<file path="src/hw/rtl/dda_pkg.sv">
// ----------------------------------------------------------------------------
// dda_pkg: shared types for the DDA line rasterizer
// Request and pixel payloads, operation codes, sequencer states and the
// control/status structs between the sequencer and the slope divider.
// ----------------------------------------------------------------------------
package dda_pkg;

	localparam int COORD_BITS = 12;

	typedef logic signed [COORD_BITS-1:0] coord_t;

	typedef enum logic {
		OP_START = 1'b0,
		OP_STEP  = 1'b1
	} dda_op_t;

	typedef struct packed {
		dda_op_t operation;
		coord_t  start_x;
		coord_t  start_y;
		coord_t  end_x;
		coord_t  end_y;
	} dda_req_t;

	typedef struct packed {
		coord_t pixel_x;
		coord_t pixel_y;
		logic   pixel_valid;
		logic   pixel_last;
	} dda_pix_t;

	typedef enum logic {
		ST_IDLE,
		ST_DIV
	} dda_state_t;

	typedef struct packed {
		logic start;
	} dda_div_ctl_t;

	typedef struct packed {
		logic busy;
		logic done;
	} dda_div_stat_t;

endpackage

</file>
<file path="src/hw/rtl/dda_div.sv">
// ----------------------------------------------------------------------------
// dda_div: iterative slope divider
// Restoring shift-subtract divider, one quotient bit per cycle. Computes
// floor(dividend * 2^FRAC_BITS / divisor) for dividend <= divisor.
// ----------------------------------------------------------------------------
module dda_div #(
	parameter int FRAC_BITS = 16
) (
	input  logic                              clk,
	input  logic                              arst_n,
	input  dda_pkg::dda_div_ctl_t             ctl,
	output dda_pkg::dda_div_stat_t            stat,
	input  logic [dda_pkg::COORD_BITS-1:0]    dividend,
	input  logic [dda_pkg::COORD_BITS-1:0]    divisor,
	output logic [FRAC_BITS:0]                quotient
);
	import dda_pkg::*;

	localparam int CNT_W = $clog2(FRAC_BITS + 1);

	logic                  busy_q;
	logic                  done_q;
	logic [CNT_W-1:0]      cnt_q;
	logic [COORD_BITS-1:0] rem_q;
	logic [COORD_BITS-1:0] dsr_q;
	logic [FRAC_BITS:0]    quo_q;

	logic [COORD_BITS:0]   rem2;
	logic                  ge;
	logic [COORD_BITS:0]   diff;

	assign rem2 = {rem_q, 1'b0};
	assign ge   = rem2 >= {1'b0, dsr_q};
	assign diff = rem2 - {1'b0, dsr_q};

	always_ff @(posedge clk or negedge arst_n) begin
		if (!arst_n) begin
			busy_q <= 1'b0;
			done_q <= 1'b0;
			cnt_q  <= '0;
		end else begin
			done_q <= 1'b0;
			if (ctl.start) begin
				busy_q <= 1'b1;
				cnt_q  <= CNT_W'(FRAC_BITS);
			end else if (busy_q) begin
				cnt_q <= cnt_q - 1'b1;
				if (cnt_q == CNT_W'(1)) begin
					busy_q <= 1'b0;
					done_q <= 1'b1;
				end
			end
		end
	end

	// operands are at most equal, so the integer quotient bit is a compare
	always_ff @(posedge clk) begin
		if (ctl.start) begin
			dsr_q <= divisor;
			if (dividend == divisor) begin
				rem_q <= '0;
				quo_q <= (FRAC_BITS+1)'(1);
			end else begin
				rem_q <= dividend;
				quo_q <= '0;
			end
		end else if (busy_q) begin
			rem_q <= ge ? diff[COORD_BITS-1:0] : rem2[COORD_BITS-1:0];
			quo_q <= {quo_q[FRAC_BITS-1:0], ge};
		end
	end

	assign stat.busy = busy_q;
	assign stat.done = done_q;
	assign quotient  = quo_q;

`ifndef SYNTHESIS
	a_no_restart: assert property (@(posedge clk) disable iff (!arst_n)
		ctl.start |-> !busy_q)
		else $error("divider restarted while busy");

	a_cnt_live: assert property (@(posedge clk) disable iff (!arst_n)
		busy_q |-> cnt_q != '0)
		else $error("divider busy with zero count");

	a_done_pulse: assert property (@(posedge clk) disable iff (!arst_n)
		done_q |-> !busy_q)
		else $error("divider done while still busy");
`endif

endmodule

</file>
<file path="src/hw/rtl/dda_line_rasterizer.sv">
// ----------------------------------------------------------------------------
// dda_line_rasterizer: DDA line pixel generator
// Start requests load endpoints and emit the first pixel; step requests
// advance one pixel, marking the endpoint as last; with no line, an empty pixel.
// ----------------------------------------------------------------------------
// Every request's pixel is in the output register the cycle after accept.
// Step requests: one per cycle while the output keeps up and the divider is idle.
// Start requests: the bit-serial slope divider (one quotient bit per cycle)
//   holds off further requests until the minor step is set; a point-only line skips it.
// Reset (arst_n low, async): no line active, output register empty, divider idle.
module dda_line_rasterizer #(
	parameter int FRAC_BITS = 16
) (
	input  logic              clk,
	input  logic              arst_n,
	input  logic              cmd_valid,
	output logic              cmd_ready,
	input  dda_pkg::dda_req_t cmd,
	output logic              rsp_valid,
	input  logic              rsp_ready,
	output dda_pkg::dda_pix_t rsp
);
	import dda_pkg::*;

	localparam int ACC_W = COORD_BITS + FRAC_BITS;

	// round to nearest, halves up: floor((acc + 0.5) >> FRAC_BITS)
	function automatic coord_t round_acc(input logic signed [ACC_W-1:0] a);
		logic signed [ACC_W:0] t;
		t = {a[ACC_W-1], a} + ((ACC_W+1)'(1) <<< (FRAC_BITS - 1));
		return t[FRAC_BITS +: COORD_BITS];
	endfunction

	// ---- sequencer state ----
	dda_state_t state_q, state_d;

	// ---- line state ----
	logic                    active_q;
	logic [COORD_BITS-1:0]   steps_left_q;
	logic signed [ACC_W-1:0] acc_x_q, acc_y_q;
	logic signed [ACC_W-1:0] step_x_q, step_y_q;
	logic                    x_major_q;   // minor step lands in step_y
	logic                    minor_neg_q;

	// ---- output register ----
	logic     rsp_valid_q;
	dda_pix_t rsp_q;

	// ---- divider link ----
	dda_div_ctl_t          div_ctl;
	dda_div_stat_t         div_stat;
	logic [FRAC_BITS:0]    div_quo;

	logic cmd_fire;
	logic is_start;

	// ---- start request decode ----
	logic signed [COORD_BITS:0] dx, dy;
	logic [COORD_BITS:0]        adx_w, ady_w;
	logic [COORD_BITS-1:0]      adx, ady;
	logic                       x_major;
	logic [COORD_BITS-1:0]      major_mag, minor_mag;
	logic                       minor_neg;
	logic signed [ACC_W-1:0]    one_fx;
	logic signed [ACC_W-1:0]    start_acc_x, start_acc_y;

	// ---- step path ----
	logic signed [ACC_W-1:0]    nxt_acc_x, nxt_acc_y;
	logic signed [ACC_W-1:0]    minor_step;
	logic                       step_last;

	assign dx      = {cmd.end_x[COORD_BITS-1], cmd.end_x}
	               - {cmd.start_x[COORD_BITS-1], cmd.start_x};
	assign dy      = {cmd.end_y[COORD_BITS-1], cmd.end_y}
	               - {cmd.start_y[COORD_BITS-1], cmd.start_y};
	assign adx_w   = dx[COORD_BITS] ? (COORD_BITS+1)'(-dx) : dx;
	assign ady_w   = dy[COORD_BITS] ? (COORD_BITS+1)'(-dy) : dy;
	// |delta| never exceeds 2^COORD_BITS - 1
	assign adx     = adx_w[COORD_BITS-1:0];
	assign ady     = ady_w[COORD_BITS-1:0];
	assign x_major = adx >= ady;   // ties go to x

	assign major_mag = x_major ? adx : ady;
	assign minor_mag = x_major ? ady : adx;
	assign minor_neg = x_major ? dy[COORD_BITS] : dx[COORD_BITS];

	assign one_fx      = ACC_W'(1) <<< FRAC_BITS;
	assign start_acc_x = {cmd.start_x, {FRAC_BITS{1'b0}}};
	assign start_acc_y = {cmd.start_y, {FRAC_BITS{1'b0}}};

	assign nxt_acc_x = acc_x_q + step_x_q;
	assign nxt_acc_y = acc_y_q + step_y_q;
	assign step_last = steps_left_q == COORD_BITS'(1);

	// quotient <= 2^FRAC_BITS, so it fits with room for the sign
	assign minor_step = minor_neg_q ? -ACC_W'(div_quo) : ACC_W'(div_quo);

	assign is_start      = cmd.operation == OP_START;
	assign cmd_fire      = cmd_valid && cmd_ready;
	assign div_ctl.start = cmd_fire && is_start && (major_mag != '0);

	// ---- next state ----
	always_comb begin
		state_d = state_q;
		case (state_q)
			ST_IDLE: begin
				if (div_ctl.start) state_d = ST_DIV;
			end
			ST_DIV: begin
				if (div_stat.done) state_d = ST_IDLE;
			end
			default: state_d = ST_IDLE;
		endcase
	end

	// ---- sequencer outputs ----
	always_comb begin
		cmd_ready = 1'b0;
		case (state_q)
			ST_IDLE: cmd_ready = !rsp_valid_q || rsp_ready;
			ST_DIV:  cmd_ready = 1'b0;
			default: cmd_ready = 1'b0;
		endcase
	end

	always_ff @(posedge clk or negedge arst_n) begin
		if (!arst_n) begin
			state_q      <= ST_IDLE;
			active_q     <= 1'b0;
			steps_left_q <= '0;
			rsp_valid_q  <= 1'b0;
		end else begin
			state_q <= state_d;
			if (cmd_fire) begin
				rsp_valid_q <= 1'b1;
				if (is_start) begin
					active_q     <= major_mag != '0;
					steps_left_q <= major_mag;
				end else if (active_q) begin
					active_q     <= !step_last;
					steps_left_q <= steps_left_q - 1'b1;
				end
			end else if (rsp_ready) begin
				rsp_valid_q <= 1'b0;
			end
		end
	end

	// datapath: accumulators, steps and the output payload
	always_ff @(posedge clk) begin
		if (cmd_fire) begin
			if (is_start) begin
				acc_x_q     <= start_acc_x;
				acc_y_q     <= start_acc_y;
				x_major_q   <= x_major;
				minor_neg_q <= minor_neg;
				// major axis moves one whole pixel; minor step waits for the divider
				if (x_major) begin
					step_x_q <= dx[COORD_BITS] ? -one_fx : one_fx;
					step_y_q <= '0;
				end else begin
					step_y_q <= dy[COORD_BITS] ? -one_fx : one_fx;
					step_x_q <= '0;
				end
				rsp_q.pixel_x     <= cmd.start_x;
				rsp_q.pixel_y     <= cmd.start_y;
				rsp_q.pixel_valid <= 1'b1;
				rsp_q.pixel_last  <= major_mag == '0;
			end else if (active_q) begin
				acc_x_q           <= nxt_acc_x;
				acc_y_q           <= nxt_acc_y;
				rsp_q.pixel_x     <= round_acc(nxt_acc_x);
				rsp_q.pixel_y     <= round_acc(nxt_acc_y);
				rsp_q.pixel_valid <= 1'b1;
				rsp_q.pixel_last  <= step_last;
			end else begin
				// step with no line
				rsp_q <= '0;
			end
		end else if (state_q == ST_DIV && div_stat.done) begin
			if (x_major_q) step_y_q <= minor_step;
			else           step_x_q <= minor_step;
		end
	end

	dda_div #(
		.FRAC_BITS (FRAC_BITS)
	) u_div (
		.clk      (clk),
		.arst_n   (arst_n),
		.ctl      (div_ctl),
		.stat     (div_stat),
		.dividend (minor_mag),
		.divisor  (major_mag),
		.quotient (div_quo)
	);

	assign rsp_valid = rsp_valid_q;
	assign rsp       = rsp_q;

`ifndef SYNTHESIS
	a_busy_blocks: assert property (@(posedge clk) disable iff (!arst_n)
		state_q == ST_DIV |-> !cmd_ready)
		else $error("request taken while slope divide in flight");

	a_active_count: assert property (@(posedge clk) disable iff (!arst_n)
		active_q |-> steps_left_q != '0)
		else $error("line active with no steps left");

	a_last_ends: assert property (@(posedge clk) disable iff (!arst_n)
		rsp_valid_q && rsp_q.pixel_last |-> !active_q)
		else $error("last pixel issued while line still active");

	a_done_in_div: assert property (@(posedge clk) disable iff (!arst_n)
		div_stat.done |-> state_q == ST_DIV)
		else $error("divider finished outside divide state");
`endif

endmodule
</file>
<file path="config.mk">
export PLATFORM = sky130hd
export DESIGN_NAME = dda_line_rasterizer
export DESIGN_NICKNAME = d
export VERILOG_FILES = /design/src/hw/rtl/dda_pkg.sv /design/src/hw/rtl/dda_div.sv /design/src/hw/rtl/dda_line_rasterizer.sv
export SDC_FILE = /design/constraint.sdc
export NUM_CORES = 1
export LEC_CHECK = 0
export CORE_ASPECT_RATIO = 1.75
export CORE_MARGIN = 2
export CORE_UTILIZATION = 55
export DETAILED_ROUTE_END_ITERATION = 12
export DONT_BUFFER_PORTS = 1
export PLACE_DENSITY = 0.8
export SYNTH_ARGS = -nofsm -noshare
export SYNTH_HDL_FRONTEND = slang
export SYNTH_SLANG_ARGS = --single-unit
</file>
<file path="constraint.sdc">
create_clock -name clk -period 4.4 [get_ports clk]
set_clock_uncertainty 0.15 [all_clocks]
set_input_delay 0.22 -clock clk [delete_from_list [all_inputs] [get_ports clk]]
set_output_delay 0.22 -clock clk [all_outputs]
set_load 0.005 [all_outputs]
</file>
; Yosys cells after proc, flatten, opt, wreduce, memory -nomap -nowiden
; Cells that the tools add are included.
[totals]
reg_bits = 203
in_bits = 53
[op_classes]
magnitude_cmp = 2
eq_ne = 6
bitwise = 2
addsub = 12
n_reduce_logical = 17
n_mux = 49
[ops]
columns = op, count
row1 = two-way mux 28 bit, 17
row2 = two-way mux 12 bit, 10
row3 = "adder 28 x 17 -> 28 bit, second input constant", 2
row4 = adder 28 bit, 2
row5 = two-way mux 26 bit, 2
row6 = two-way mux 17 bit, 2
row7 = negation 17 -> 28 bit, 1
row8 = subtractor 12 x 12 -> 13 bit, 2
row9 = negation 12 bit, 2
row10 = two-way mux 1 bit, 14
row11 = >= comparator 13 x 12 -> 1 bit, 1
row12 = "== test 12 x 1 -> 1 bit, second input constant", 1
row13 = == test 12 bit, 1
row14 = >= comparator 12 bit, 1
row15 = logical NOT 12 bit, 1
row16 = nonzero test 12 bit, 1
row17 = "subtractor 12 x 1 -> 12 bit, second input constant", 1
row18 = subtractor 12 bit, 1
row19 = two-way mux 5 bit, 2
row20 = nonzero test 2 bit, 4
row21 = AND reduction 3 bit, 2
row22 = "== test 5 x 1 -> 1 bit, second input constant", 1
row23 = "subtractor 5 x 1 -> 5 bit, second input constant", 1
row24 = logical AND 1 bit, 4
row25 = other kinds (7), 12

; Logic depth before layout (Yosys ltp)
; Gate-level depths: netlist of run 1.
[depth]
ltp_word = 9
depth_mapped = 24

; Hierarchy
; From an unflattened synthesis of run 1, not the netlist that was laid out.
[hier_totals]
cells_unflattened = 1543
hier_area_um2 = 15035.7
[by_module_without_submodules]
columns = mod, n_inst, cells_per_inst, area_per_inst_um2, seq_area_each_um2
row1 = dda_line_rasterizer, 1, 1304, 12308.1, 4579.4
row2 = dda_div, 1, 239, 2727.6, 1406.3

; Least setup slack after synthesis of run 1
; OpenSTA, ideal clock, no wires.
[synth_path]
path_kind = input port to flip-flop
startpoint = input port cmd[12] in the netlist's numbering
endpoint = register u_div.quo_q[0], in the netlist u_div.quotient[0], enable pin
cell_stages = 18
t_arrival_ns = 4.960
required_time_ns = 3.863
slack_ns = -1.098
setup_ns = 0.387
path_cell_list = inv_1 > ha_1 > fa_1 > nor2b_1 > o2111ai_1 > a31o_2 > a2111oi_4 > or4b_4 > o31ai_1 > a21oi_1 > a22oi_1 > ha_1 > o21ai_1 > o21ai_2 > o211a_4 > nor2_4 > buf_2 > or2_1
[synth_via]
elab_chain_len = 8
[synth_rtl]
columns = item, line_no
row1 = "start, declared", dda_line_rasterizer.sv:18  ; input dda_pkg::dda_req_t cmd,
row2 = subtractor 12 x 12 -> 13 bit (*), dda_line_rasterizer.sv:73  ; - {cmd.start_x[COORD_BITS-1], cmd.start_x};
row3 = negation 12 bit, dda_line_rasterizer.sv:76  ; assign adx_w = dx[COORD_BITS] ? (COORD_BITS+1)'(-dx) : dx;
row4 = two-way mux 12 bit (*), dda_line_rasterizer.sv:76
row5 = >= comparator 12 bit, dda_line_rasterizer.sv:81  ; assign x_major = adx >= ady;
row6 = two-way mux 12 bit (*), dda_line_rasterizer.sv:83  ; assign major_mag = x_major ? adx : ady;
row7 = nonzero test 12 bit (*), dda_line_rasterizer.sv:100  ; assign div_ctl.start = cmd_fire && is_start && (major_mag != '0);
row8 = logical AND 1 bit (*), dda_line_rasterizer.sv:100
row9 = nonzero test 2 bit (no line) (*), n/a
row10 = "end signal, assigned", dda_div.sv:62  ; quo_q <= (FRAC_BITS+1)'(1);
row11 = "end signal, assigned", dda_div.sv:69  ; quo_q <= {quo_q[FRAC_BITS-1:0], ge};
row12 = "end, declared", dda_div.sv:26  ; logic [FRAC_BITS:0] quo_q;
; Every way passes the cells marked *; elsewhere a longest branch is shown, timed or not.
; A chain may end at the register's enable or synchronous reset.

; Worst setup path in the final report of run 1
[layout_path]
startpoint = register step_x_q[0]
endpoint = register rsp_q (netlist bit rsp[25]) (data pin)
[layout_via]
elab_chain_len = 4
[layout_rtl]
columns = item, line_no
row1 = "start, declared", dda_line_rasterizer.sv:41  ; logic signed [ACC_W-1:0] step_x_q, step_y_q;
row2 = "start signal, assigned", dda_line_rasterizer.sv:159  ; step_x_q <= dx[COORD_BITS] ? -one_fx : one_fx;
row3 = "start signal, assigned", dda_line_rasterizer.sv:182  ; else step_x_q <= minor_step;
row4 = adder 28 bit, dda_line_rasterizer.sv:91  ; assign nxt_acc_x = acc_x_q + step_x_q;
row5 = adder 28 x 17 -> 28 bit, dda_line_rasterizer.sv:30  ; t = {a[ACC_W-1], a} + ((ACC_W+1)'(1) <<< (FRAC_BITS - 1));
row6 = two-way mux 26 bit, dda_line_rasterizer.sv:169  ; end else if (active_q) begin
row7 = two-way mux 26 bit, dda_line_rasterizer.sv:152  ; if (is_start) begin
row8 = "end, declared", dda_line_rasterizer.sv:47  ; dda_pix_t rsp_q;
; Every way passes these cells.

==> results of run 1 <==
## flip-flops by register name (all words and copies together) (netlist names), 5 cells and up
name / count
acc_x_q: 28
acc_y_q: 28
rsp: 26
step_x_q: 28
step_y_q: 28
steps_left_q: 12
u_div.cnt_q: 5
u_div.dsr_q: 12
u_div.quotient: 17
u_div.rem_q: 12
## metrics by stage
| stage | util [%] | TNS (ns) | area (µm²) |
|---|---|---|---|
| final | 65.7 | 0 | 17100 |
| after global routing | 65.7 | -0.0326 | 17100 |
| after CTS | 65.1 | 0 | 16900 |
| after detailed placement | 61.8 | -30.53 | 16000 |
| after global placement | 61.8 | -21.63 | 16000 |
| after floorplan | - | -13.24 | 14700 |
## cells by family after synthesis
family / share of synthesized area (%)
fa+ha+maj: 10.1
mux: 2.31
flops: 41.1
compound gates: 19.2
xor+xnor: 7.26
buf+inv: 4.13
simple gates: 15.9
## worst reg2reg max path: cells and delay by family (launching register included)
| kind | cells | cell delay [ns] |
|---|---|---|
| AOI/OAI and AO/OA | 7 | 1.42 |
| xor gates and xnor gates | 2 | 0.63 |
| adders and majority gates | 2 | 0.59 |
| buffers and inverters | 2 | 0.24 |
| DFF | 1 | 0.35 |
| and+or+nand+nor | 3 | 0.55 |
## metal layers
metal / GRT usage, % / up-vias / wire [µm]
met5: 0 / - / 0
met4: 16.7 / 0 / 2520
met3: 2.54 / 140 / 1520
met2: 54.6 / 386 / 21600
met1: 30.5 / 6005 / 14500
li1: - / 5842 / -
## how the worst max path moves through the flow
stage                         startpoint  slack [ns]  depth (start not counted)                         endpoint
2_1_floorplan                    cmd[12]       -0.34                         18      u_div.quotient[0]$_DFFE_PP_
5_1_grt         acc_y_q[1]$_SDFFCE_PN0P_       -0.02                         15                rsp[13]$_DFFE_PP_
3_3_place_gp                      cmd[0]       -0.29                         20         u_div.rem_q[3]$_DFFE_PP_
6_report       step_x_q[0]$_SDFFCE_PP0P_        0.16                         16                rsp[25]$_DFFE_PP_
4_1_cts        step_x_q[0]$_SDFFCE_PP0P_        0.04                         17                rsp[25]$_DFFE_PP_
3_5_place_dp                      cmd[0]       -0.36                         19  u_div.quotient[2]$_SDFFCE_PP0P_
## synth_stat cells, types with 11 or more instances
cell | instances | share of area, %
edfxtp_1 | 181 | 37
nor2_1 | 124 | 3.2
nand2_1 | 113 | 2.9
ha_1 | 109 | 9.4
o21ai_0 | 107 | 3.7
inv_1 | 95 | 2.4
a21oi_1 | 69 | 2.4
xnor2_1 | 59 | 3.5
xor2_1 | 55 | 3.3
nand3_1 | 42 | 1.4
clkbuf_1 | 40 | 1.0
a21o_1 | 39 | 2.0
nor2b_1 | 37 | 1.6
nor3_1 | 33 | 1.1
mux2i_1 | 28 | 1.9
dfrtp_1 | 22 | 3.8
o21a_1 | 21 | 1.1
o22ai_1 | 20 | 0.86
o21ai_1 | 19 | 0.65
a211oi_1 | 17 | 0.88
o31ai_1 | 16 | 0.82
and2_1 | 14 | 0.60
nand4_1 | 14 | 0.60
a31oi_1 | 11 | 0.47
nor4_1 | 11 | 0.47
o211ai_1 | 11 | 0.57
or2_2 | 11 | 0.47
## repair_timing
item / 4_1_cts / 5_1_grt
endpoints found under the hold margin: 92 / 0
pin swaps: 0 / 14
hold buffers: 22 / 0
gates resized for setup: 1 / 35
endpoints found under the setup margin: 1 / 129
buffers inserted: 0 / 3
gates cloned: 0 / 1
## power groups by stage
stage	Combinational (mW)	Clock, mW	Sequential, mW
after floorplan	2.47	0	2.79
after global placement	3.62	0	2.86
after detailed placement	3.72	0	2.87
after CTS	3.79	1.68	2.83
after global routing	4.24	1.75	2.87
final	3.89	1.67	2.84
## final cells by class
type                    count  area [µm²]  share of cell area, %
multi-input cells        1150        8210                   48.1
flip-flops and latches    203        5990                   35.1
repair buffers            179        1470                   8.59
clock buffers              24         547                   3.20
well taps                 320         400                   2.35
inverters                  98         380                   2.23
clock inverters             9        75.1                  0.440
==> flow_summary.ini, run 1 <==
[run_status]
status = finished clean

[pwr]
p_sw_mw = 3.19
pwr_density_cell_mw_per_mm2 = 492
p_leak_nw = 6.93
max-vdd-ir-drop_uv = 284
p_int_mw = 5.21
combPwrFrac_pct = 46.3
seqPwrFrac_pct = 33.8
power.total_mw = 8.40
power_switching_share_pct = 38.0
p_clk_share_pct = 19.9

[route]
totalWireLength_mm = 40.2
vias = 12373
wl_per_cell_um = 20.3
first_iter_violations = 933
dr.pass1.iters = 6
routed_via_density = 6.24
drc = 0
postRouteAntennaNets = 0

[final_layout]
layout-drive-gt1-share_pct = 16.5
n_antenna_cell = 0
area.growth.synth_to_final_pct = 17.1
nets = 1818
final_common_cell = edfxtp_1
fillCellCount = 2000
stdcell_count = 1983
mostFrequentLayoutCells = edfxtp_1, buf_4, nor2_1, nand2_1, ha_1

[logic_synthesis]
synth_nets = 1669
async_flop_share_pct = 10.8
synth_edf_count = 181
synth_cell_types = 94
netlist_area_mm2 = 0.0146
syn-instance-count = 1502
synth_seq_cells = 203
ys_warn_count = 0
syn_avg_cell_area_um2 = 9.70
synth_top_flop_cell = edfxtp_1
ys_seq_area_share_pct = 41.1

[placement]
place.gp.congestion = 0.981
pre_cts_slack_ns = -0.362
placedCellCount = 1924
hpwl_mm = 29.8
io_buffers = 0

[setup_path]
rrSetupSlack_ns = 0.16
rr_startpoint = step_x_q[0]$_SDFFCE_PP0P_
worst_ep_arrival_time_ns = 4.29
critPathLaunchType = register
path_cells = ha_1 > inv_1 > fa_1 > nor2b_2 > o31a_1 > o221ai_2 > buf_4 > a21oi_1 > a211oi_2 > o21ai_0 > a31oi_1 > xnor2_1 > and2_1 > nand4_1 > xor2_1 > o22ai_1
ff2ff_path_depth = 16
path_delay_family = compound AO/OA/AOI/OAI gates
cp_max_fo = 4
worst_path_max_delay_cell = xnor2_1
critPathRequiredTime_ns = 4.45
critPathKind = register to register
r2r-end = rsp[25]$_DFFE_PP_
max_stage_delay_ns = 0.41
end_kind = register
cp_num_buf_inv = 2

[sta]
max_freq_mhz = 236
tightest_slew_ns = 1.07
maxSlewViolCount = 0
whs_ns = 0.00600
setup_slack_ns = 0.159
min_period_ns = 4.24
hold_violations = 0
fin_crit_sh_pct = 96.4
setup-violations-final = 0
relSlewSlack_pct = 28.7

[floorplan]
coreArea_mm2 = 0.0260
fp-row-count = 78
die-area_mm2 = 0.0279
io_pins = 81
die_h_um = 219
die_width_um = 127
initial_core_util_pct = 56.1

[global_route]
grt_pass1_vias = 12522
antenna_found_initial = 0
grt_max_degree = 80
grt_usage_pct = 28.7
grt_pass1_wl_mm = 63.1
overflow = 0

[worst_hold_path]
hp-start = cmd[48]
hp-class = input port to register
min_path_cells = 2
hold_path_end = steps_left_q[6]$_DFFE_PN0P_

[cts]
cts_buffer_depth = 3
cts_num_sinks = 203
clk_latency_ns = 0.50
cts_max_level = 1
cts_tree = built
cts_buffers = 19
cts-root-buf = clkbuf_16
clkTransAtPathRegs_ns = 0.07

[job]
maxCapViolCount = 0
No activity file was read; power rests on OpenSTA's default activity.
==> run 2, diff against run 1 <==
==> constraint.sdc (replaced) <==
create_clock -name clk -period 4.4 [get_ports clk]
set_clock_uncertainty 0.15 [all_clocks]
set_input_delay 0.66 -clock clk [delete_from_list [all_inputs] [get_ports clk]]
set_output_delay 0.66 -clock clk [all_outputs]
set_load 0.005 [all_outputs]
==> flow_summary.ini, run 2 (synthesis gave the netlist of run 1 again) <==
[run_status]
status = finished, violations left
failed_checks = negative setup slack

[setup_path]
r2r-end = rsp[12]$_DFFE_PP_
critPathLaunchType = input port
cp_num_buf_inv = 5
critPathKind = input port to register
path_delay_family = compound AO/OA/AOI/OAI gates
max_stage_delay_ns = 0.55
path_cells = inv_8 > ha_4 > fa_2 > nor2b_4 > buf_6 > o31a_1 > xor2_2 > a2111oi_4 > or4b_4 > o31ai_4 > a21oi_2 > a22oi_2 > ha_4 > nand3_4 > o31ai_4 > buf_4 > nor2_4 > clkinv_4 > buf_4 > mux2i_1 > mux2i_1
rr_startpoint = step_y_q[0]$_SDFFCE_PP0P_
ff2ff_path_depth = 17
worst_path_max_delay_cell = or4b_4
worst_ep_arrival_time_ns = 4.75
critPathRequiredTime_ns = 4.52
rrSetupSlack_ns = 0.18
end_kind = register
cp_max_fo = 7

[pwr]
max-vdd-ir-drop_uv = 347
p_leak_nw = 7.30
power.total_mw = 9.05
pwr_density_cell_mw_per_mm2 = 508

[route]
postRouteAntennaNets = 0
wl_per_cell_um = 20.5
drc = 0
first_iter_violations = 1146
vias = 12677
dr.pass1.iters = 5
totalWireLength_mm = 41.8
routed_via_density = 6.22

[sta]
whs_ns = 0.0620
tightest_slew_ns = 1.26
setup-violations-final = 116
relSlewSlack_pct = 15.7
maxSlewViolCount = 0
hold_violations = 0
min_period_ns = 4.62
setup_tns_ns = -11.39
rsz0062_at_grt = true
max_freq_mhz = 216
fin_crit_sh_pct = 105
setup_slack_ns = -0.221

[placement]
io_buffers = 0
placedCellCount = 1973
place.gp.congestion = 0.988
hpwl_mm = 30.6

[final_layout]
area.growth.synth_to_final_pct = 22.3
final_util_pct = 68.6
mostFrequentLayoutCells = buf_4, edfxtp_1, nor2_1, nand2_1, ha_1
stdcell_count = 2039
nets = 1872
final_common_cell = buf_4
layout-drive-gt1-share_pct = 22.7
n_antenna_cell = 0
fillCellCount = 1883

[worst_hold_path]
hp-class = input port to register
hold_path_end = steps_left_q[6]$_DFFE_PN0P_
min_path_cells = 1
hp-start = cmd[48]

[floorplan]
fp-row-count = 78
die-area_mm2 = 0.0279
io_pins = 81
die_width_um = 127
die_h_um = 219
initial_core_util_pct = 56.1
coreArea_mm2 = 0.0260

[global_route]
grt_max_degree = 83
grt_usage_pct = 29.0
overflow = 0
antenna_found_initial = 0
grt_pass1_wl_mm = 63.5
grt_pass1_vias = 12689

[job]
maxCapViolCount = 0

[cts]
clkTransAtPathRegs_ns = 0.07
cts_buffers = 20
cts_num_sinks = 203
cts-root-buf = clkbuf_16
cts_tree = built
clk_latency_ns = 0.54
cts_max_level = 1
cts_buffer_depth = 3
-- run 2: layout make-up --
type | instances | area, µm² | share of cell area, %
clock buffer | 25 | 559 | 3.14
clock inverter | 11 | 106 | 0.597
inverter | 98 | 380 | 2.13
multi-input combinational | 1153 | 8530 | 47.9
sequential | 203 | 5990 | 33.6
tap | 320 | 400 | 2.25
timing repair buffer | 228 | 1840 | 10.3
timing repair inverter | 1 | 16.3 | 0.0913
-- run 2: through the flow --
| stage | area, µm² | worst slack [ns] |
|---|---|---|
| floorplan | 14700 | -0.776 |
| global placement | 16400 | -0.785 |
| detailed placement | 16400 | -0.907 |
| CTS | 17400 | -0.0749 |
| global route | 17800 | -0.383 |
| finish | 17800 | -0.221 |
-- run 2: per-layer routing --
metal	share of wire [%]	track usage, %	wire length [µm]
met1	35	29.9	14600
met2	53	54.9	22200
met3	4.7	2.85	1950
met4	7.1	18.9	2980
met5	0	0	0
-- run 2: worst max-delay path by stage --
stage             from                           to  slack (ns)  cells past startpoint
6_report       cmd[12]     u_div.rem_q[8]$_DFFE_PP_       -0.22                     21
5_1_grt        cmd[12]     u_div.rem_q[8]$_DFFE_PP_       -0.38                     21
4_1_cts        cmd[12]     u_div.rem_q[7]$_DFFE_PP_       -0.07                     18
3_5_place_dp    cmd[0]  steps_left_q[2]$_DFFE_PN0P_       -0.91                     24
3_3_place_gp    cmd[0]  steps_left_q[8]$_DFFE_PN0P_       -0.78                     25
2_1_floorplan  cmd[12]  u_div.quotient[0]$_DFFE_PP_       -0.78                     18
-- run 2: what timing repair did --
item | in CTS | in global routing
hold endpoints to repair | 22 | 0
setup buffers | 12 | 12
pin swaps | 17 | 23
setup endpoints to repair | 129 | 134
resized for setup | 43 | 64
cloned | 2 | 4
hold buffers | 1 | 0
-- run 2: where the power goes --
group / leakage (nW) / total [mW] / switching (mW) / internal (mW)
combinational: 5.03 / 4.41 / 2.45 / 1.96
sequential: 1.93 / 2.87 / 0.267 / 2.60
clock: 0.329 / 1.77 / 0.795 / 0.977
==> run 3, diff against run 2 <==
Settings changed: CORE_ASPECT_RATIO 1.75 to default.
==> flow_summary.ini, run 3 (synthesis gave the netlist of run 1 again) <==
[sta]
fin_crit_sh_pct = 104
rsz0062_at_grt = true
max_freq_mhz = 219
relSlewSlack_pct = 18.7
maxSlewViolCount = 0
setup_slack_ns = -0.165
hold_violations = 0
min_period_ns = 4.56
tightest_slew_ns = 1.21
setup-violations-final = 97
whs_ns = 0.129

[run_status]
status = finished, violations left
failed_checks = negative setup slack

[placement]
placed_cell_area_mm2 = 0.0164
place.gp.congestion = 0.935
hpwl_mm = 27.8
io_buffers = 0

[floorplan]
die_h_um = 167
die_width_um = 167
die-area_mm2 = 0.0278
initial_core_util_pct = 55.9
fp-row-count = 59
io_pins = 81
coreArea_mm2 = 0.0261

[route]
postRouteAntennaNets = 0
totalWireLength_mm = 40.4
wl_per_cell_um = 19.7
first_iter_violations = 1234
routed_via_density = 6.18
dr.pass1.iters = 5
drc = 0
vias = 12648

[setup_path]
max_stage_delay_ns = 0.56
cp_num_buf_inv = 2
worst_ep_arrival_time_ns = 4.70
critPathKind = input port to register
path_cells = inv_8 > ha_4 > fa_2 > nor2b_4 > o2111ai_4 > a31o_4 > a2111oi_4 > or4b_4 > o31ai_4 > o2bb2ai_2 > a22oi_2 > ha_4 > nand3_4 > o31ai_4 > o211a_4 > nor2_4 > or2_4 > clkbuf_16
worst_path_max_delay_cell = or4b_4
end_kind = register
cp-startpoint = cmd[12]
rr_startpoint = acc_x_q[0]$_SDFFCE_PN0P_
path_delay_family = compound AO/OA/AOI/OAI gates
critPathLaunchType = input port
critPathRequiredTime_ns = 4.53
cp_max_fo = 8

[cts]
cts_num_sinks = 203
clkTransAtPathRegs_ns = 0.06
cts-root-buf = clkbuf_16
cts_buffer_depth = 3
cts_max_level = 1
clk_latency_ns = 0.51
cts_tree = built
cts_buffers = 23

[final_layout]
mostFrequentLayoutCells = buf_4, edfxtp_1, nor2_1, nand2_1, ha_1
final_common_cell = buf_4
fillCellCount = 1817
area.growth.synth_to_final_pct = 23.3
layout-drive-gt1-share_pct = 22.5
nets = 1864
n_antenna_cell = 0
final_cell_area_mm2 = 0.0180

[pwr]
max-vdd-ir-drop_uv = 453
p_leak_nw = 7.35
pwr_density_cell_mw_per_mm2 = 505

[job]
maxCapViolCount = 0

[global_route]
antenna_found_initial = 0
grt_pass1_wl_mm = 60.9
grt_max_degree = 83
grt_pass1_vias = 12016
overflow = 0
grt_usage_pct = 26.9

[worst_hold_path]
hp-class = input port to register
hp-start = cmd[48]
[run 3: final timing paths]
kind                                                    to  slack (ns)  cells after the start
setup reg to reg                         rsp[25]$_DFFE_PP_        0.10                     17
min in group asynchronous      steps_left_q[9]$_DFFE_PN0P_        0.63                      1
setup / recovery           u_div.quotient[2]$_SDFFCE_PP0P_       -0.16                     18
max in group asynchronous       u_div.cnt_q[1]$_DFFE_PN0P_        2.84                      1
hold reg to reg                          state_q$_DFF_PN0_        0.34                      1
hold / removal                 steps_left_q[6]$_DFFE_PN0P_        0.13                      1
[run 3: worst reg2reg max path, stage by stage (launching register included)]
cell and delay, ns:
edfxtp_1 0.33, ha_2 0.19, inv_1 0.05, fa_1 0.38, nor2b_1 0.17, o31a_1 0.23, o221ai_2 0.15, a21boi_2 0.21
o21ai_2 0.10, a31oi_2 0.23, mux2_2 0.38, or2_2 0.34, ha_2 0.21, and3_2 0.21, and2_1 0.20, nand4_1 0.15
xor2_1 0.23, o22ai_1 0.10
[run 3: power breakdown]
part / internal [mW] / leakage [nW] / switching, mW
clock: 1.15 / 0.362 / 0.792
combinational: 1.91 / 5.05 / 2.36
sequential: 2.60 / 1.93 / 0.257
[run 3: area by class of cell]
cell class | count | area (µm²) | share of cell area [%]
clock buffer | 35 | 693 | 3.86
tap | 335 | 419 | 2.33
multi-input combinational | 1151 | 8560 | 47.6
inverter | 98 | 383 | 2.13
timing repair inverter | 1 | 6.26 | 0.0348
clock inverter | 6 | 62.6 | 0.348
sequential | 203 | 5990 | 33.3
timing repair buffer | 219 | 1850 | 10.3
[run 3: stage by stage]
stage	setup WS (ns)	total power [mW]	setup TNS, ns	util, %	cells
final	-0.165	9.07	-9.89	68.9	2048
after floorplan	-0.776	5.30	-62.56	-	1502
after global placement	-0.723	6.36	-75.51	62.8	1974
after detailed placement	-0.822	6.48	-88.15	62.8	1974
after global routing	-0.314	9.54	-26.38	68.9	2048
after CTS	-0.0639	8.55	-2.23	66.5	2023
[run 3: timing repair]
| action | in CTS | in global routing |
|---|---|---|
| resized for setup | 34 | 82 |
| hold buffers | 1 | 0 |
| endpoints found under the hold margin | 22 | 0 |
| cloned | 1 | 6 |
| pin swaps | 9 | 16 |
| setup endpoints to repair | 120 | 126 |
| setup buffers | 6 | 19 |
[run 3: per-layer routing]
layer | vias up | track usage [%] | part of all wire [%]
met5 | - | 0 | 0
met4 | 0 | 7.12 | 3.1
met3 | 100 | 4.06 | 7.9
met2 | 558 | 46.4 | 49
met1 | 6045 | 35.7 | 40
li1 | 5945 | - | -
